==> src/rwp_pkg.sv <==
// ----------------------------------------------------------------------------
// rwp_pkg
// Shared types and constants of the RIFF/WAVE header parser: parse phases,
// chunk tags, status codes, signatures and controller/datapath interfaces.
// ----------------------------------------------------------------------------
`default_nettype none

package rwp_pkg;

    // signatures as they sit in a little-endian 32-bit field
    localparam logic [31:0] SIG_RIFF = 32'h4646_4952;
    localparam logic [31:0] SIG_WAVE = 32'h4556_4157;
    localparam logic [31:0] SIG_FMT  = 32'h2074_6d66;
    localparam logic [31:0] SIG_DATA = 32'h6174_6164;
    localparam logic [31:0] SIG_OGGS = 32'h5367_674f;

    localparam logic [4:0]  FMT_MIN_BYTES = 5'd16;
    localparam logic [15:0] BITS_8        = 16'd8;
    localparam logic [15:0] BITS_16       = 16'd16;
    localparam logic [5:0]  DIV_STEPS     = 6'd32;

    // tdata width of the result channel, rounded up to whole bytes
    localparam int RES_BITS  = 8 + 3 + 16 + 32 + 2 + 32 + 32;
    localparam int TDATA_W   = ((RES_BITS + 7) / 8) * 8;

    // parse phase, one-hot
    typedef enum logic [7:0] {
        PH_SIG   = 8'b0000_0001,
        PH_RSIZE = 8'b0000_0010,
        PH_FORM  = 8'b0000_0100,
        PH_CID   = 8'b0000_1000,
        PH_CSIZE = 8'b0001_0000,
        PH_BODY  = 8'b0010_0000,
        PH_OGG   = 8'b0100_0000,
        PH_BAD   = 8'b1000_0000
    } phase_t;

    typedef enum logic [1:0] {
        TAG_OTHER = 2'd0,
        TAG_FMT   = 2'd1,
        TAG_DATA  = 2'd2
    } tag_t;

    typedef enum logic [2:0] {
        ST_PARSING = 3'd0,
        ST_WAVE_OK = 3'd1,
        ST_OGG     = 3'd2,
        ST_BAD_SIG = 3'd3,
        ST_TRUNC   = 3'd4,
        ST_MISSING = 3'd5,
        ST_WIDTH   = 3'd6
    } status_t;

    typedef enum logic [1:0] {
        KIND_NONE = 2'd0,
        KIND_S8   = 2'd1,
        KIND_S16  = 2'd2
    } kind_t;

    // one result item
    typedef struct packed {
        logic        payload_valid;
        logic [7:0]  payload_byte;
        status_t     parse_status;
        logic [15:0] channels;
        logic [31:0] rate_hz;
        kind_t       sample_kind;
        logic [31:0] payload_size;
        logic [31:0] frame_total;
    } res_t;

    // controller to datapath
    typedef struct packed {
        logic in_load;
        logic step;
        logic div_start;
        logic div_load;
    } ctrl_cmd_t;

    // datapath to controller
    typedef struct packed {
        logic need_div;
        logic div_done;
    } dp_stat_t;

endpackage

`default_nettype wire

==> src/riff_wave_header_parser.sv <==
// ----------------------------------------------------------------------------
// riff_wave_header_parser
// Walks a RIFF/WAVE byte stream, passes out the first data chunk's payload
// and reports format, size, frame count and status on the last byte.
// ----------------------------------------------------------------------------
// Usage:
//   s_ channel takes one file byte per transfer, s_tlast on the final byte.
//   m_ channel gives exactly one result per input byte; m_tuser marks bytes
//   of the first data chunk payload, m_tdata carries the byte and, on the
//   result for the last byte, status, format fields and the frame count.
//   A byte is held in an input stage and its result is then registered
//   in the output register. Throughput: one byte per cycle while the
//   receiver takes results. The last byte of a valid file with a non-zero
//   frame size waits on the 32-step shift-subtract divider that forms the
//   frame count.
//   The input stage takes a new byte while a result waits in the output
//   register; when the receiver stalls both fill and s_tready drops.
//   Reset (aresetn low, synchronous) empties both stages and returns the
//   parser to the signature phase. After each last byte it starts afresh.
// ----------------------------------------------------------------------------
`default_nettype none

module riff_wave_header_parser (
    input  wire logic                   aclk,
    input  wire logic                   aresetn,
    input  wire logic                   s_tvalid,
    output logic                        s_tready,
    input  wire logic [7:0]             s_tdata,   // in_byte[7:0]
    input  wire logic                   s_tlast,
    output logic                        m_tvalid,
    input  wire logic                   m_tready,
    output logic [rwp_pkg::TDATA_W-1:0] m_tdata,   // payload_byte[7:0],
                                                   // parse_status[10:8],
                                                   // channels[26:11],
                                                   // rate_hz[58:27],
                                                   // sample_kind[60:59],
                                                   // payload_size[92:61],
                                                   // frame_total[124:93]
    output logic [0:0]                  m_tuser    // payload_valid[0]
);
    import rwp_pkg::*;

    ctrl_cmd_t cmd;
    dp_stat_t  stat;
    res_t      out_res;

    rwp_ctrl u_ctrl (
        .aclk     (aclk),
        .aresetn  (aresetn),
        .s_tvalid (s_tvalid),
        .s_tready (s_tready),
        .m_tvalid (m_tvalid),
        .m_tready (m_tready),
        .stat     (stat),
        .cmd      (cmd)
    );

    rwp_dpath u_dpath (
        .aclk    (aclk),
        .aresetn (aresetn),
        .s_tdata (s_tdata),
        .s_tlast (s_tlast),
        .cmd     (cmd),
        .stat    (stat),
        .out_res (out_res)
    );

    // pack the result, first field lowest
    always_comb begin
        m_tdata = {{(TDATA_W - RES_BITS){1'b0}},
                   out_res.frame_total,
                   out_res.payload_size,
                   out_res.sample_kind,
                   out_res.rate_hz,
                   out_res.channels,
                   out_res.parse_status,
                   out_res.payload_byte};
        m_tuser = out_res.payload_valid;
    end

endmodule

`default_nettype wire

==> src/rwp_ctrl.sv <==
// ----------------------------------------------------------------------------
// rwp_ctrl
// Controller: input stage and output register occupancy, handshakes and the
// run/divide state machine that sequences the datapath.
// ----------------------------------------------------------------------------
`default_nettype none

module rwp_ctrl (
    input  wire logic             aclk,
    input  wire logic             aresetn,
    input  wire logic             s_tvalid,
    output logic                  s_tready,
    output logic                  m_tvalid,
    input  wire logic             m_tready,
    input  wire rwp_pkg::dp_stat_t stat,
    output rwp_pkg::ctrl_cmd_t    cmd
);
    import rwp_pkg::*;

    typedef enum logic [1:0] {
        S_RUN = 2'b01,
        S_DIV = 2'b10
    } cstate_t;

    cstate_t state_reg, state_next;
    logic    in_full_reg, in_full_next;
    logic    out_full_reg, out_full_next;
    logic    out_free;
    logic    consume;

    // command decode
    always_comb begin
        out_free      = !out_full_reg || m_tready;
        cmd.step      = (state_reg == S_RUN) && in_full_reg && !stat.need_div && out_free;
        cmd.div_start = (state_reg == S_RUN) && in_full_reg && stat.need_div;
        cmd.div_load  = (state_reg == S_DIV) && stat.div_done && out_free;
        consume       = cmd.step || cmd.div_start;
        s_tready      = !in_full_reg || consume;
        cmd.in_load   = s_tvalid && s_tready;
        m_tvalid      = out_full_reg;
    end

    // occupancy and state
    always_comb begin
        in_full_next  = cmd.in_load ? 1'b1 : (consume ? 1'b0 : in_full_reg);
        out_full_next = (cmd.step || cmd.div_load) ? 1'b1
                      : (m_tready ? 1'b0 : out_full_reg);
        state_next    = state_reg;
        case (state_reg)
            S_RUN: begin
                if (cmd.div_start) state_next = S_DIV;
            end
            S_DIV: begin
                if (cmd.div_load) state_next = S_RUN;
            end
            default: state_next = S_RUN;
        endcase
    end

    always_ff @(posedge aclk) begin
        if (!aresetn) begin
            state_reg    <= S_RUN;
            in_full_reg  <= 1'b0;
            out_full_reg <= 1'b0;
        end else begin
            state_reg    <= state_next;
            in_full_reg  <= in_full_next;
            out_full_reg <= out_full_next;
        end
    end

endmodule

`default_nettype wire

==> src/rwp_dpath.sv <==
// ----------------------------------------------------------------------------
// rwp_dpath
// Datapath: input stage, chunk walker state, kept format fields, result
// register and a shift-subtract divider for the frame count.
// ----------------------------------------------------------------------------
`default_nettype none

module rwp_dpath (
    input  wire logic               aclk,
    input  wire logic               aresetn,
    input  wire logic [7:0]         s_tdata,
    input  wire logic               s_tlast,
    input  wire rwp_pkg::ctrl_cmd_t cmd,
    output rwp_pkg::dp_stat_t       stat,
    output rwp_pkg::res_t           out_res
);
    import rwp_pkg::*;

    // input stage
    logic [7:0]  in_byte_reg;
    logic        in_last_reg;

    // walker state
    phase_t      phase_reg, phase_next;
    logic [31:0] field_reg, field_next;
    logic [4:0]  pos_reg, pos_next;
    logic [31:0] crem_reg, crem_next;
    tag_t        tag_reg, tag_next;
    logic        fmt_seen_reg, fmt_seen_next;
    logic        data_seen_reg, data_seen_next;
    logic [15:0] ch_reg, ch_next;
    logic [31:0] rate_reg, rate_next;
    logic [15:0] bits_reg, bits_next;
    logic [31:0] size_reg, size_next;
    status_t     fst_reg, fst_next;

    // result and divider
    res_t        out_reg, hold_reg, res;
    res_t        div_res;
    logic [16:0] div_rem_reg;
    logic [31:0] div_quo_reg;
    logic [16:0] div_den_reg;
    logic [5:0]  div_cnt_reg;
    logic [16:0] denom;
    logic [17:0] trial;

    // walker next state and the result for the staged byte
    always_comb begin
        logic [31:0] fs_take;
        logic [4:0]  pos_inc;
        logic        got4;
        logic        do_close;
        logic [31:0] b32;
        phase_next     = phase_reg;
        field_next     = field_reg;
        pos_next       = pos_reg;
        crem_next      = crem_reg;
        tag_next       = tag_reg;
        fmt_seen_next  = fmt_seen_reg;
        data_seen_next = data_seen_reg;
        ch_next        = ch_reg;
        rate_next      = rate_reg;
        bits_next      = bits_reg;
        size_next      = size_reg;
        fst_next       = fst_reg;
        do_close       = 1'b0;
        denom          = 17'd0;
        stat.need_div  = 1'b0;
        stat.div_done  = (div_cnt_reg == 6'd0);
        res            = '0;
        fs_take        = {in_byte_reg, field_reg[31:8]};
        pos_inc        = pos_reg + 5'd1;
        got4           = (pos_inc == 5'd4);
        b32            = {24'd0, in_byte_reg};

        case (phase_reg)
            PH_SIG: begin
                field_next = fs_take;
                pos_next   = got4 ? 5'd0 : pos_inc;
                if (got4) begin
                    if (fs_take == SIG_RIFF)      phase_next = PH_RSIZE;
                    else if (fs_take == SIG_OGGS) phase_next = PH_OGG;
                    else                          phase_next = PH_BAD;
                end
            end
            PH_RSIZE: begin
                field_next = fs_take;
                pos_next   = got4 ? 5'd0 : pos_inc;
                if (got4) phase_next = PH_FORM;
            end
            PH_FORM: begin
                field_next = fs_take;
                pos_next   = got4 ? 5'd0 : pos_inc;
                if (got4) phase_next = (fs_take == SIG_WAVE) ? PH_CID : PH_BAD;
            end
            PH_CID: begin
                field_next = fs_take;
                pos_next   = got4 ? 5'd0 : pos_inc;
                if (got4) begin
                    tag_next = TAG_OTHER;
                    if (fs_take == SIG_FMT && !fmt_seen_reg) begin
                        tag_next      = TAG_FMT;
                        fmt_seen_next = 1'b1;
                    end else if (fs_take == SIG_DATA && !data_seen_reg) begin
                        tag_next       = TAG_DATA;
                        data_seen_next = 1'b1;
                    end
                    phase_next = PH_CSIZE;
                end
            end
            PH_CSIZE: begin
                field_next = fs_take;
                pos_next   = got4 ? 5'd0 : pos_inc;
                if (got4) begin
                    crem_next = fs_take;
                    if (tag_reg == TAG_DATA) size_next = fs_take;
                    if (fs_take == 32'd0) do_close = 1'b1;
                    else                  phase_next = PH_BODY;
                end
            end
            PH_BODY: begin
                // fmt fields sit at fixed offsets of the chunk body
                if (tag_reg == TAG_FMT) begin
                    case (pos_reg)
                        5'd2:    ch_next   = {8'd0, in_byte_reg};
                        5'd3:    ch_next   = ch_reg | {in_byte_reg, 8'd0};
                        5'd4:    rate_next = b32;
                        5'd5:    rate_next = rate_reg | (b32 << 8);
                        5'd6:    rate_next = rate_reg | (b32 << 16);
                        5'd7:    rate_next = rate_reg | (b32 << 24);
                        5'd14:   bits_next = {8'd0, in_byte_reg};
                        5'd15:   bits_next = bits_reg | {in_byte_reg, 8'd0};
                        default: ;
                    endcase
                    if (pos_reg < FMT_MIN_BYTES) pos_next = pos_inc;
                end else if (tag_reg == TAG_DATA) begin
                    res.payload_valid = 1'b1;
                    res.payload_byte  = in_byte_reg;
                end
                crem_next = crem_reg - 32'd1;
                if (crem_next == 32'd0) do_close = 1'b1;
            end
            default: ;
        endcase

        // end of chunk: a short fmt chunk leaves a sticky truncation code
        if (do_close) begin
            if (tag_reg == TAG_FMT && pos_next < FMT_MIN_BYTES) fst_next = ST_TRUNC;
            tag_next   = TAG_OTHER;
            pos_next   = 5'd0;
            phase_next = PH_CID;
        end

        // verdict on the last byte
        res.parse_status = ST_PARSING;
        res.sample_kind  = KIND_NONE;
        if (in_last_reg) begin
            res.channels     = ch_next;
            res.rate_hz      = rate_next;
            res.payload_size = size_next;
            if (phase_next == PH_OGG) begin
                res.parse_status = ST_OGG;
            end else if (phase_next == PH_CID && pos_next == 5'd0) begin
                if (fst_next != ST_PARSING) begin
                    res.parse_status = fst_next;
                end else if (!fmt_seen_next || !data_seen_next) begin
                    res.parse_status = ST_MISSING;
                end else if (bits_next == BITS_8 || bits_next == BITS_16) begin
                    res.parse_status = ST_WAVE_OK;
                    res.sample_kind  = (bits_next == BITS_8) ? KIND_S8 : KIND_S16;
                    denom            = (bits_next == BITS_16) ? {ch_next, 1'b0}
                                                              : {1'b0, ch_next};
                    stat.need_div    = (denom != 17'd0);
                end else begin
                    res.parse_status = ST_WIDTH;
                end
            end else if (phase_next == PH_SIG || phase_next == PH_RSIZE ||
                         phase_next == PH_FORM || phase_next == PH_CID ||
                         phase_next == PH_CSIZE || phase_next == PH_BODY) begin
                res.parse_status = ST_TRUNC;
            end else begin
                res.parse_status = ST_BAD_SIG;
            end
        end
    end

    // one restoring division step, and the held result with its frame count
    always_comb begin
        trial               = {div_rem_reg, div_quo_reg[31]} - {1'b0, div_den_reg};
        div_res             = hold_reg;
        div_res.frame_total = div_quo_reg;
        out_res             = out_reg;
    end

    // walker registers; the last byte returns them to their reset values
    always_ff @(posedge aclk) begin
        if (!aresetn || ((cmd.step || cmd.div_start) && in_last_reg)) begin
            phase_reg     <= PH_SIG;
            field_reg     <= 32'd0;
            pos_reg       <= 5'd0;
            crem_reg      <= 32'd0;
            tag_reg       <= TAG_OTHER;
            fmt_seen_reg  <= 1'b0;
            data_seen_reg <= 1'b0;
            ch_reg        <= 16'd0;
            rate_reg      <= 32'd0;
            bits_reg      <= 16'd0;
            size_reg      <= 32'd0;
            fst_reg       <= ST_PARSING;
        end else if (cmd.step || cmd.div_start) begin
            phase_reg     <= phase_next;
            field_reg     <= field_next;
            pos_reg       <= pos_next;
            crem_reg      <= crem_next;
            tag_reg       <= tag_next;
            fmt_seen_reg  <= fmt_seen_next;
            data_seen_reg <= data_seen_next;
            ch_reg        <= ch_next;
            rate_reg      <= rate_next;
            bits_reg      <= bits_next;
            size_reg      <= size_next;
            fst_reg       <= fst_next;
        end
    end

    // divider step counter
    always_ff @(posedge aclk) begin
        if (!aresetn) begin
            div_cnt_reg <= 6'd0;
        end else if (cmd.div_start) begin
            div_cnt_reg <= DIV_STEPS;
        end else if (div_cnt_reg != 6'd0) begin
            div_cnt_reg <= div_cnt_reg - 6'd1;
        end
    end

    // input stage, result register and divider data
    always_ff @(posedge aclk) begin
        if (cmd.in_load) begin
            in_byte_reg <= s_tdata;
            in_last_reg <= s_tlast;
        end
        if (cmd.step) begin
            out_reg <= res;
        end else if (cmd.div_load) begin
            out_reg <= div_res;
        end
        if (cmd.div_start) begin
            hold_reg    <= res;
            div_rem_reg <= 17'd0;
            div_quo_reg <= size_next;
            div_den_reg <= denom;
        end else if (div_cnt_reg != 6'd0) begin
            if (!trial[17]) begin
                div_rem_reg <= trial[16:0];
                div_quo_reg <= {div_quo_reg[30:0], 1'b1};
            end else begin
                div_rem_reg <= {div_rem_reg[15:0], div_quo_reg[31]};
                div_quo_reg <= {div_quo_reg[30:0], 1'b0};
            end
        end
    end

endmodule

`default_nettype wire

==> config.mk <==
export PLATFORM = sky130hd
export DESIGN_NAME = riff_wave_header_parser
export DESIGN_NICKNAME = d
export VERILOG_FILES = /design/src/rwp_pkg.sv /design/src/riff_wave_header_parser.sv /design/src/rwp_ctrl.sv /design/src/rwp_dpath.sv
export SDC_FILE = /design/constraint.sdc
export NUM_CORES = 1
export LEC_CHECK = 0
export ABC_CLOCK_PERIOD_IN_PS = 15900
export BUFFER_PORTS_ARGS = -buffer_cell sky130_fd_sc_hd__buf_2
export CAP_MARGIN = 20
export CORE_AREA = 2 2 170 256
export CTS_CLUSTER_SIZE = 16
export DETAILED_ROUTE_END_ITERATION = 8
export DIE_AREA = 0 0 172 258
export MAX_ROUTING_LAYER = met4
export PLACE_DENSITY = 0.77
export SETUP_SLACK_MARGIN = 0.5
export SLEW_MARGIN = 20
export SYNTH_ARGS = -nofsm -noshare
export SYNTH_HDL_FRONTEND = slang
export SYNTH_SLANG_ARGS = --single-unit
==> constraint.sdc <==
create_clock -name aclk -period 15.9 [get_ports aclk]
set_input_delay 1.59 -clock aclk [delete_from_list [all_inputs] [get_ports aclk]]
set_output_delay 1.59 -clock aclk [all_outputs]
set_load 0.01 [all_outputs]
==> out/metrics.sh, run 1 <==
TRITONCTS='done'
START_UTIL_PCT=54.28
HTREE_LEVELS=2
REGAREA_UM2=12010
DIE_AREA_UM2=44380
FINALMAXSLEWVIOLATIONS=0
FLIP_FLOP_COUNT_OF_THE_LARGEST_REGISTER_ALL_COPIES_AND_WORDS_ADDED=126
SYN-MEAN-INSTANCE-AREA_UM2=9.572
ROWS=93
GRT_MAX_DEGREE=107
FINAL-SETUP-VIOL-COUNT=0
SHARE_SEQ_OF_TOTAL_POWER_PCT=48.2
FINAL_LAYOUT_SIZE_SUFFIX_GT1_SHARE_PCT=12.10
POST_CTS_RESIZED=0
SYNTH_ENABLE_FLOP_CELLS=246
DETAILROUTE.VIA_COUNT=19070
GLOBALROUTETOTALUTIL_PCT=29.93
DRT_ITER0_DRC=1790
SETUP_REPAIR_AFTER_GLOBAL_ROUTING_MISSED_ITS_MARGIN='no'
CHIPWIDTH_UM=172
MIN_PERIOD_OVER_PERIOD_PCT=44.90
FINISH.UTILIZATION_PCT=60.28
POST-ROUTE-MIN-PERIOD_NS=7.139
MIN-DELAY-START='u_dpath.out_res[22]'
POWER_PER_CELL_AREA_nW_PER_UM2=120.2
FAILED_CHECKS='DRC'
POWER_SWITCHING_uW=836.8
WORSTPATHREQUIRED_NS=14.31
MAX_FREQ_MHz=140.1
ANTENNA_FOUND_INITIAL=0
FINALNETCOUNT=2483
PLACED_CELL_AREA_UM2=24000
DETAILED_ROUTE_WIRE_LENGTH_MM=64.84
TIMING.FINAL.HOLD_VIOLATIONS=0
VDD.IR_DROP.WORST_uV=74.94
CAP_VIOL_MAX_COUNT=0
WORST-PATH-MAX-FANOUT=30
SWITCHING_SHARE_PCT=27.26
LAYOUT_SETUP_WS_NS=8.761
MET1_USAGE_PCT=35.85
VIA_COUNT_OF_THE_FIRST_GLOBAL_ROUTING_PASS=18200
NUM-FILL-CELLS=3549
REG2REG_SLACK_NS=9.46
DETAILED_PLACE_HPWL_MM=44.09
YOSYSSEQAREASHARE_PCT=52.24
STATUS='finished with violations'
GRT_USE_MET2_PCT=50.28
CRIT_PATH_START='u_dpath.pos_reg[1]'
GLOBAL_ROUTE_MET3_UTILIZATION_PCT=3.755
VIAS_PER_CELL=6.252
PORT_BUF_INSERTS=140
PRE_CTS_WS_NS=9.387
ROUTE.ANTENNA.REMAINING_NETS=0
AVGROUTEDWIREPERCELL_UM=21.26
SYNTH-WARNING-COUNT=0
TOP_USAGE_LAYER='met2'
SYNTHESIS.AREA_UM2=22990
SLEW_HEADROOM_PCT=26.40
FIN_SKEW_NS=0.02001
TIMING.CRITICAL_PATH.FROM_TYPE='flop'
CTS_SINKS=477
NUMBER_OF_BUFFERS_CREATED_BY_CTS=45
CORE_REGION_AREA_UM2=42360
FIRST_PASS_GRT_WIRE_LENGTH_MM=101.4
CLOCK_POWER_SHARE_PCT=36.4
DRCVIOLATIONCOUNT=1
MAX_SLEW.WORST_PIN.SLEW_NS=1.089
CTS-ROOT-BUF='clkbuf_16'
HOLD_BUFFERS=0
IOPINCOUNT=144
COMBINATIONALPOWERSHARE_PCT=15.3
CLK-INSERTION-DELAY-LATE_NS=0.57
HOLD_PATH_CLASS='flop to flop'
NUM_ANTENNA_CELLS=0
DESIGN_AREA_UM2=25530
GP_CONGESTION=0.9436
CLOCKBUFFERDEPTH=3
SYNTH-ASYNC-RESET-RATIO_PCT=0
MULTI_INPUT_AREA_UM2=10080
CRIT_TYPE='flop to output pin'
GLOBALROUTEOVERFLOWTOTAL=0
FIN_SETUP_TNS_NS=0
WORSTSETUPENDPOINTTYPE='output pin'
STATIC_LEAKAGE_uW=0.009525
CELLINTERNALPOWER_uW=2233
WORSTPATHARRIVAL_NS=5.55
SYNTH_CELL_TYPES=88
SYNTH_INSTANCES=2402
CLK_TRANSITION_REPORTED_PATHS_NS=0.07
HOLD_WS_NS=0.4574
CTS_POST_SETUP_BUFFERS_INSERTED=0
YOSYS_REGISTER_BITS=477
SYNTH_FLOP_CELL='edfxtp_1'
R2R_START='u_dpath.pos_reg[1]'
DRT-PASS1-ITER-COUNT=7
DIE-HEIGHT_UM=258
SYN2LAYOUT_AREA_GROWTH_PCT=11.04
kinds of logic after synthesis:
family / after synthesis / synth area share, %
AOI/OAI and AO/OA: 567 / 15.77
xor gates and xnor gates: 26 / 0.9904
muxes: 109 / 4.762
and+or+nand+nor: 954 / 20.39
buffers and inverters: 241 / 4.337
adders and majority gates: 27 / 1.502
other: 1 / 0.01631
DFF: 477 / 52.24
through the flow:
step / instances / power [µW]
after floorplan: 2404 / 1835
after global placement: 2966 / 1941
after detailed placement: 2966 / 1968
after CTS: 3050 / 3080
after global routing: 3050 / 3195
final: 3050 / 3070
synth_stat cells, types with 7 or more instances:
master,n,area share [%]
a22o_1,62,2.4
or3_1,40,1.1
nand4_1,48,1.3
or2_2,9,0.24
xnor2_1,21,0.80
buf_4,7,0.23
nand2b_1,14,0.38
and2_1,41,1.1
nor3_1,98,2.1
nor4b_1,10,0.38
o21a_1,12,0.39
o21ai_0,180,3.9
a21oi_1,151,3.3
nor2b_1,20,0.54
nor2_1,248,4.0
o31ai_1,24,0.78
dfxtp_1,231,20
a211oi_1,18,0.59
mux2i_1,106,4.6
a31oi_1,17,0.46
o41ai_1,7,0.27
and3_1,8,0.22
a211o_1,7,0.27
nand3_1,44,0.96
nand2_1,277,4.5
a41oi_1,10,0.38
and4_1,7,0.27
clkbuf_1,132,2.2
buf_2,47,1.0
or4_1,25,0.82
a32o_1,9,0.39
inv_1,52,0.85
edfxtp_1,246,32
ha_1,26,1.4
nor4_1,23,0.63
cell usage in the layout (no fill, tap or decap), drive strengths merged, types with 7 or more instances in the layout:
master  synthesis  layout
a22o           62      62
nand2         277     277
a31oi          17      17
or4            26      26
ha             26      26
nor3          100     100
a32o            9       9
a21oi         151     151
o41ai           7       7
a211o           7       7
clkinv          1      13
nor4b          11      11
buf            56     180
mux2i         106     106
xnor2          21      21
inv            52      55
and3            8       8
a41oi          10      10
or3            40      40
nand2b         14      14
nor4           28      28
edfxtp        246     246
and2           41      41
nor2          250     250
clkbuf        132      60
nand3          44      44
or2            11      11
nor2b          20      20
o31ai          24      24
o21a           12      12
nand4          48      48
dfxtp         231     231
and4            7       7
a21boi          7       7
o21ai         184     184
a211oi         18      18
critical path, cell delays in order (launching register included):
cell and delay [ns]:
dfxtp_1 0.43, ha_1 0.53, nand3_1 0.17, ha_1 0.37, nor4b_2 0.53, nand4_1 0.30, or4_1 0.61, o2bb2a_1 0.31
nor4b_1 0.34, o211ai_1 0.33, a2111oi_4 0.48, nor2_4 0.26, nand2_1 0.17, buf_2 0.14
power by group through the flow:
| stage | Combinational, µW | Sequential [µW] | Clock, µW |
|---|---|---|---|
| finish | 471 | 1480 | 1120 |
| detailed placement | 464 | 1500 | 0 |
| floorplan | 347 | 1490 | 0 |
| CTS | 468 | 1480 | 1130 |
| global route | 523 | 1490 | 1180 |
| global placement | 442 | 1500 | 0 |
layer usage:
layer  up-vias  share of wire [%]
met3       197                6.5
li1       8862                  -
met4         0                5.0
met5         -                  0
met2       812                 51
met1      9198                 38
path summary, 6_finish.rpt:
path / to / cells after the start
worst min register to register: u_dpath.out_res[22] / 2
worst min-delay path: u_dpath.out_res[22] / 2
worst max-delay path: s_tready / 13
worst max register to register: u_dpath.crem_reg[8] / 14
cell type report:
type | instances | share of cell area (%)
repair buffers | 180 | 3.921
inverters | 53 | 0.7792
multi-input cells | 1686 | 39.48
well taps | 570 | 2.793
flip-flops and latches | 477 | 47.05
clock buffers | 60 | 4.813
clock inverters | 24 | 1.171
Power figures use the tool's default switching activity.
==> run 2, diff against run 1 <==
Settings changed: ABC_CLOCK_PERIOD_IN_PS 15900 to 6000.
Clock period 15.9 ns to 6 ns, I/O delays scaled along.
==> run 2 against run 1 <==
Effect of this change:
- the flow now finishes without violations
- cell count is 0.56% higher
- sequential power rose to 2.6 times the previous value
- hold slack lost 0.25 ns
- critical path type unchanged
- largest power group unchanged
==> out/metrics.sh, run 2 (same netlist as run 1, synthesis figures left out) <==
DRT_ITER0_DRC=1966  # was 1790
FIN_SETUP_TNS_NS=0  # unchanged
DESIGN_AREA_UM2=25810  # was 25530 µm²
DESIGN_POWER_TOTAL_uW=8177  # was 3070 µW
WORSTSETUPENDPOINTTYPE='output pin'  # unchanged
SLEW_HEADROOM_PCT=33.06  # was 26.40%
IOPINCOUNT=144  # unchanged
PRE_CTS_WS_NS=0.7726  # was 9.387 ns
NUM-FILL-CELLS=3563  # was 3549
DETAILROUTE.VIA_COUNT=19180  # was 19070
SYN2LAYOUT_AREA_GROWTH_PCT=12.26  # was 11.04%
FINISH.UTILIZATION_PCT=60.94  # was 60.28%
VIAS_PER_CELL=6.255  # was 6.252
POST-ROUTE-MIN-PERIOD_NS=5.232
TIMING.CRITICAL_PATH.FROM_TYPE='flop'  # unchanged
MAX_SLEW.WORST_PIN.SLEW_NS=0.9986  # was 1.089 ns
NUM_ANTENNA_CELLS=0  # unchanged
LAYOUT_SETUP_WS_NS=0.7684  # was 8.761 ns
FLIP_FLOP_COUNT_OF_THE_LARGEST_REGISTER_ALL_COPIES_AND_WORDS_ADDED=126  # unchanged
ROUTE.ANTENNA.REMAINING_NETS=0  # unchanged
VIA_COUNT_OF_THE_FIRST_GLOBAL_ROUTING_PASS=18220  # was 18200
CLOCKBUFFERDEPTH=3  # unchanged
VDD.IR_DROP.WORST_uV=227.5  # was 74.94 µV
WORST-PATH-MAX-FANOUT=14  # was 30
FINAL_LAYOUT_SIZE_SUFFIX_GT1_SHARE_PCT=13.18  # was 12.10%
POWER_PER_CELL_AREA_nW_PER_UM2=316.8  # was 120.2 nW/µm²
MET1_USAGE_PCT=35.67  # was 35.85%
TIMING.FINAL.HOLD_VIOLATIONS=0  # unchanged
DRCVIOLATIONCOUNT=0  # was 1
CTS_SINKS=477  # unchanged
STATIC_LEAKAGE_uW=0.009656  # was 0.009525 µW
WORSTPATHARRIVAL_NS=4.63  # was 5.55 ns
MULTI_INPUT_AREA_UM2=10160  # was 10080 µm²
DIE-HEIGHT_UM=258  # unchanged
LAYOUT.CELLS.MOST_COMMON='nand2_1'  # unchanged
HOLD_BUFFERS=0  # unchanged
ANTENNA_FOUND_INITIAL=0  # unchanged
WORSTPATHREQUIRED_NS=5.40  # was 14.31 ns
DETAILED_PLACE_HPWL_MM=44.10  # was 44.09 mm
HOLD_PATH_CLASS='input pin to flop'  # was flop to flop
CTS-ROOT-BUF='clkbuf_16'  # unchanged
CORE_REGION_AREA_UM2=42360  # unchanged
CLK_TRANSITION_REPORTED_PATHS_NS=0.07  # about the same
GRT_USE_MET2_PCT=49.45  # was 50.28%
DRT-PASS1-ITER-COUNT=6  # was 7
FINAL_CELL_MIX='nand2_1 (276), nor2_1 (247), edfxtp_1 (246), dfxtp_1 (229), o21ai_0 (180)'  # was nand2_1 (276), nor2_1 (247), edfxtp_1 (246), dfxtp_1 (231), o21ai_0 (180)
DIE_AREA_UM2=44380  # unchanged
GLOBAL_ROUTE_MET3_UTILIZATION_PCT=4.077  # was 3.755%
GRT_MAX_DEGREE=101  # was 107
STATUS='finished, final reports clean'  # was finished with violations
HTREE_LEVELS=2  # unchanged
START_UTIL_PCT=54.28  # unchanged
MIN_PERIOD_OVER_PERIOD_PCT=87.19
TOP_USAGE_LAYER='met2'  # unchanged
CHIPWIDTH_UM=172  # unchanged
CAP_VIOL_MAX_COUNT=0  # unchanged
FINALMAXSLEWVIOLATIONS=0  # unchanged
GLOBALROUTEOVERFLOWTOTAL=0  # unchanged
DETAILED_ROUTE_WIRE_LENGTH_MM=65.40  # was 64.84 mm
ROWS=93  # unchanged
FIN_SKEW_NS=0.02071  # was 0.02001 ns
FINALNETCOUNT=2500  # was 2483
SETUP_REPAIR_AFTER_GLOBAL_ROUTING_MISSED_ITS_MARGIN='no'  # unchanged
CLK-INSERTION-DELAY-LATE_NS=0.58  # was 0.57 ns
GLOBALROUTETOTALUTIL_PCT=29.87  # was 29.93%
NUMBER_OF_BUFFERS_CREATED_BY_CTS=45  # unchanged
GP_CONGESTION=0.9830  # was 0.9436
AVGROUTEDWIREPERCELL_UM=21.32  # was 21.26 µm
CRIT_TYPE='flop to output pin'  # unchanged
REGAREA_UM2=12020  # was 12010 µm²
PORT_BUF_INSERTS=140  # unchanged
MAX_FREQ_MHz=191.1
PLACED_CELL_AREA_UM2=24250  # was 24000 µm²
FINAL-SETUP-VIOL-COUNT=0  # unchanged
FIRST_PASS_GRT_WIRE_LENGTH_MM=101.2  # was 101.4 mm
TRITONCTS='done'  # unchanged
[run 2: cell count changes in the layout (fill, tap and decap cells not counted), sizes merged]
cell    before  now
buf        180  196
bufinv       6    5
clkbuf      60   55
clkinv      13   16
inv         55   58
nor2       250  251
[run 2: worst paths after layout]
path                            end  slack [ns]  depth (start not counted)                from
max                        s_tready        0.77                         11  u_dpath.pos_reg[2]
min          u_dpath.in_byte_reg[7]        0.20                          1          s_tdata[7]
max reg2reg    u_dpath.out_res[117]        0.79                         11  u_dpath.pos_reg[2]
min reg2reg      u_dpath.out_res[0]        0.45                          2  u_dpath.out_res[0]
[run 2: power breakdown]
part | switching (µW) | internal, µW | leakage, µW
logic | 805 | 474 | 0.00479
registers | 174 | 3750 | 0.00411
clock network | 1300 | 1680 | 0.000754
[run 2: final cells by class]
cell class                      count  share of cell area [%]
Clock inverter                     29                   1.236
Timing Repair Buffer              196                   4.601
Sequential cell                   477                   46.57
Inverter                           53                  0.7708
Clock buffer                       55                   4.702
Tap cell                          570                   2.763
Multi-Input combinational cell   1687                   39.36
[run 2: routing by layer]
layer  up-vias  wire, µm  share of wire (%)
met5         -         0                  0
met2       909     32430                 50
li1       8888         -                  -
met3       222      4426                6.8
met4         0      3393                5.2
met1      9165     25150                 38
[run 2: metrics by stage]
step	hold slack (ns)	cells
floorplan	0.4361	2404
global placement	0.4406	2980
detailed placement	0.4439	2980
CTS	0.1895	3067
global route	0.1911	3067
finish	0.2033	3067
[run 2: repair_timing]
item                       CTS  global route
resized for setup            0             2
pin swaps                    2             0
setup endpoints to repair    1             5
setup buffers                2             0
cloned                       1             0
[run 2: worst max-delay path: stages, from the launching register on]
cell and delay [ns]:
dfxtp_1 0.64, nand3_4 0.14, ha_4 0.26, or4b_1 0.61, o41ai_1 0.45, o21ai_1 0.27
or4_1 0.56, o211ai_1 0.55, a2111oi_4 0.12, nor2_4 0.20, nand2_1 0.09, buf_2 0.15
==> run 3, diff against run 2 <==
Settings changed: ABC_CLOCK_PERIOD_IN_PS 6000 to 5850, CELL_PAD_IN_SITES_DETAIL_PLACEMENT set to 0, CELL_PAD_IN_SITES_GLOBAL_PLACEMENT set to 2, CORE_AREA 2 2 170 256 to 2 2 202 303, DIE_AREA 0 0 172 258 to 0 0 204 305, PLACE_DENSITY 0.77 to 0.8.
Clock period 6 ns to 5.85 ns, I/O delays scaled along.
==> run 3 against run 2 <==
Effect of this change:
- routed wire length rose by 6.0%
- clock-buffer cell count increased by 3
- core utilization decreased by 17 points
- largest cell class unchanged
- via count is 2.8% lower
==> out/metrics.sh, run 3 (same netlist as run 1, synthesis figures left out) <==
HOLD_PATH_CLASS='input pin to flop'  # unchanged
FINISH.UTILIZATION_PCT=44.21  # was 60.94%
CTS_SINKS=477  # unchanged
VIA_COUNT_OF_THE_FIRST_GLOBAL_ROUTING_PASS=17970  # was 18220
FINAL_CELL_MIX='nand2_1 (276), nor2_1 (247), edfxtp_1 (246), dfxtp_1 (228), o21ai_0 (180)'  # was nand2_1 (276), nor2_1 (247), edfxtp_1 (246), dfxtp_1 (229), o21ai_0 (180)
CLK_TRANSITION_REPORTED_PATHS_NS=0.07  # about the same
WORSTPATHARRIVAL_NS=4.54  # was 4.63 ns
CHIPWIDTH_UM=204  # was 172 µm
DETAILED_PLACE_HPWL_MM=47.65  # was 44.10 mm
DETAILROUTE.VIA_COUNT=18660  # was 19180
FINALMAXSLEWVIOLATIONS=0  # unchanged
FIN_SKEW_NS=0.02972  # was 0.02071 ns
CRIT_TYPE='flop to output pin'  # unchanged
NUMBER_OF_BUFFERS_CREATED_BY_CTS=47  # was 45
STATIC_LEAKAGE_uW=0.009800  # was 0.009656 µW
GP_CONGESTION=0.9022  # was 0.9830
GLOBALROUTETOTALUTIL_PCT=22.54  # was 29.87%
CPLARGESTDELAYFAMILY='simple AND/OR/NAND/NOR gates'  # unchanged
WORST-PATH-MAX-FANOUT=14  # unchanged
PRE_CTS_WS_NS=0.5525  # was 0.7726 ns
IOPINCOUNT=144  # unchanged
WORST_PATH_LARGEST_CELL_DELAY_NS=0.61  # was 0.64 ns
GRT_MAX_DEGREE=96  # was 101
START_UTIL_PCT=38.49  # was 54.28%
MAX_SLEW.WORST_PIN.SLEW_NS=1.081  # was 0.9986 ns
DETAILED_ROUTE_WIRE_LENGTH_MM=69.30  # was 65.40 mm
DRCVIOLATIONCOUNT=0  # unchanged
CLK-INSERTION-DELAY-LATE_NS=0.59  # was 0.58 ns
DIE-HEIGHT_UM=305  # was 258 µm
POST-ROUTE-MIN-PERIOD_NS=5.126
ROUTE.ANTENNA.REMAINING_NETS=0  # unchanged
WORST_PATH_MOST_REPEATED_CELL='ha_4'
WORSTPATHREQUIRED_NS=5.27  # was 5.40 ns
STATUS='finished, final reports clean'  # unchanged
VIAS_PER_CELL=5.651  # was 6.255
PORT_BUF_INSERTS=140  # unchanged
ANTENNA_FOUND_INITIAL=0  # unchanged
MAX_FREQ_MHz=195.1
HOLD_WS_NS=0.2221  # was 0.2033 ns
FINALNETCOUNT=2518  # was 2500
CORE_REGION_AREA_UM2=59730  # was 42360 µm²
LAYOUT_SETUP_WS_NS=0.7241  # was 0.7684 ns
LAYOUT.CELLS.MOST_COMMON='nand2_1'  # unchanged
DRT-PASS1-ITER-COUNT=6  # unchanged
CLOCKBUFFERDEPTH=3  # unchanged
FINAL-SETUP-VIOL-COUNT=0  # unchanged
FIRST_PASS_GRT_WIRE_LENGTH_MM=107.7  # was 101.2 mm
CRITICAL_PATH.CELL_CHAIN='ha_4 -> nand3_4 -> ha_4 -> nor4b_4 -> nand4_1 -> or4_1 -> o2bb2a_1 -> nor4b_1 -> o211ai_1 -> a2111oi_4 -> nor2_4 -> nand2_1 -> buf_2'  # was nand3_4 -> ha_4 -> or4b_1 -> o41ai_1 -> o21ai_1 -> or4_1 -> o211ai_1 -> a2111oi_4 -> nor2_4 -> nand2_1 -> buf_2
CTS-ROOT-BUF='clkbuf_16'  # unchanged
SLEW_HEADROOM_PCT=27.95  # was 33.06%
TRITONCTS='done'  # unchanged
SETUP_REPAIR_AFTER_GLOBAL_ROUTING_MISSED_ITS_MARGIN='no'  # unchanged
CRIT_PATH_TOP_DELAY_CELL='or4_1'  # was dfxtp_1
HTREE_LEVELS=2  # unchanged
POWER_PER_CELL_AREA_nW_PER_UM2=327.5  # was 316.8 nW/µm²
NUM_ANTENNA_CELLS=0  # unchanged
FINAL_LAYOUT_SIZE_SUFFIX_GT1_SHARE_PCT=13.95  # was 13.18%
HOLD_BUFFERS=0  # unchanged
CP.BUFFERS_INVERTERS=1  # unchanged
DIE_AREA_UM2=62220  # was 44380 µm²
GLOBALROUTEOVERFLOWTOTAL=0  # unchanged
WORSTSETUPENDPOINTTYPE='output pin'  # unchanged
FIN_SETUP_TNS_NS=0  # unchanged
ROWS=110  # was 93
TIMING.FINAL.HOLD_VIOLATIONS=0  # unchanged
AVGROUTEDWIREPERCELL_UM=20.99  # was 21.32 µm
MIN_PERIOD_OVER_PERIOD_PCT=87.62
DRT_ITER0_DRC=1389  # was 1966
SYN2LAYOUT_AREA_GROWTH_PCT=14.86  # was 12.26%
TIMING.CRITICAL_PATH.FROM_TYPE='flop'  # unchanged
CAP_VIOL_MAX_COUNT=0  # unchanged
FLIP_FLOP_COUNT_OF_THE_LARGEST_REGISTER_ALL_COPIES_AND_WORDS_ADDED=126  # unchanged
VDD.IR_DROP.WORST_uV=197.9  # was 227.5 µV
[run 3: cell types whose count changed in the layout (fill, tap and decap cells not counted), sizes merged]
cell	change
clkinv	-5
clkinvlp	+5
buf	+16
bufinv	+3
clkbuf	+3
inv	-2
[run 3: path summary, 6_finish.rpt]
| check | start | end | slack (ns) | cells after the start |
|---|---|---|---|---|
| setup / recovery | u_dpath.pos_reg[0] | s_tready | 0.72 | 13 |
| hold / removal | s_tlast | u_dpath.in_last_reg | 0.22 | 1 |
| setup reg to reg | u_dpath.pos_reg[0] | u_dpath.bits_reg[10] | 0.88 | 15 |
| hold reg to reg | u_dpath.out_res[24] | u_dpath.out_res[24] | 0.45 | 2 |
[run 3: metrics by stage]
step / cells / cell area (µm²) / total power (µW)
final: 3301 / 26410 / 8649
after global routing: 3301 / 26410 / 9041
after CTS: 3297 / 26360 / 8740
after detailed placement: 3206 / 24630 / 5404
after global placement: 3206 / 24630 / 5379
after floorplan: 2404 / 23100 / 4985
[run 3: metal layers]
| layer | vias up | track usage (%) | routed length, µm |
|---|---|---|---|
| met5 | - | - | 0 |
| met4 | 0 | 6.269 | 1670 |
| met3 | 112 | 2.374 | 3072 |
| met2 | 529 | 37.76 | 34120 |
| met1 | 9100 | 28.89 | 30430 |
| li1 | 8914 | - | - |
[run 3: timing repair]
action	CTS	global route
gates resized for setup	2	4
endpoints found under the setup margin	1	74
setup buffers	2	4
pin swaps	2	3
gates cloned	1	0
[run 3: where the power goes]
group	total, µW	leakage [µW]	switching, µW	internal, µW
clock	3310	0.000798	1380	1930
sequential	4030	0.00411	187	3840
combinational	1310	0.00489	808	498
total	8650	0.00980	2380	6270
[run 3: layout make-up]
| class | instances | area, µm² |
|---|---|---|
| Fill cell | 5761 | 33320 |
| Sequential cell | 477 | 12020 |
| Multi-Input combinational cell | 1687 | 10190 |
| Timing Repair Buffer | 212 | 1329 |
| Clock buffer | 58 | 1280 |
| Tap cell | 784 | 980.9 |
| Clock inverter | 30 | 410.4 |
| Inverter | 53 | 198.9 |
[run 3: worst reg2reg max path, delay by kind of cell (launching register included)]
kind                     cells  cell delay [ns]
AND/OR/NAND/NOR              7             2.13
AO/OA/AOI/OAI                4             1.15
buffers and inverters        2             0.72
adder cells (fa/ha/maj)      2             0.52
flip-flops                   1             0.39
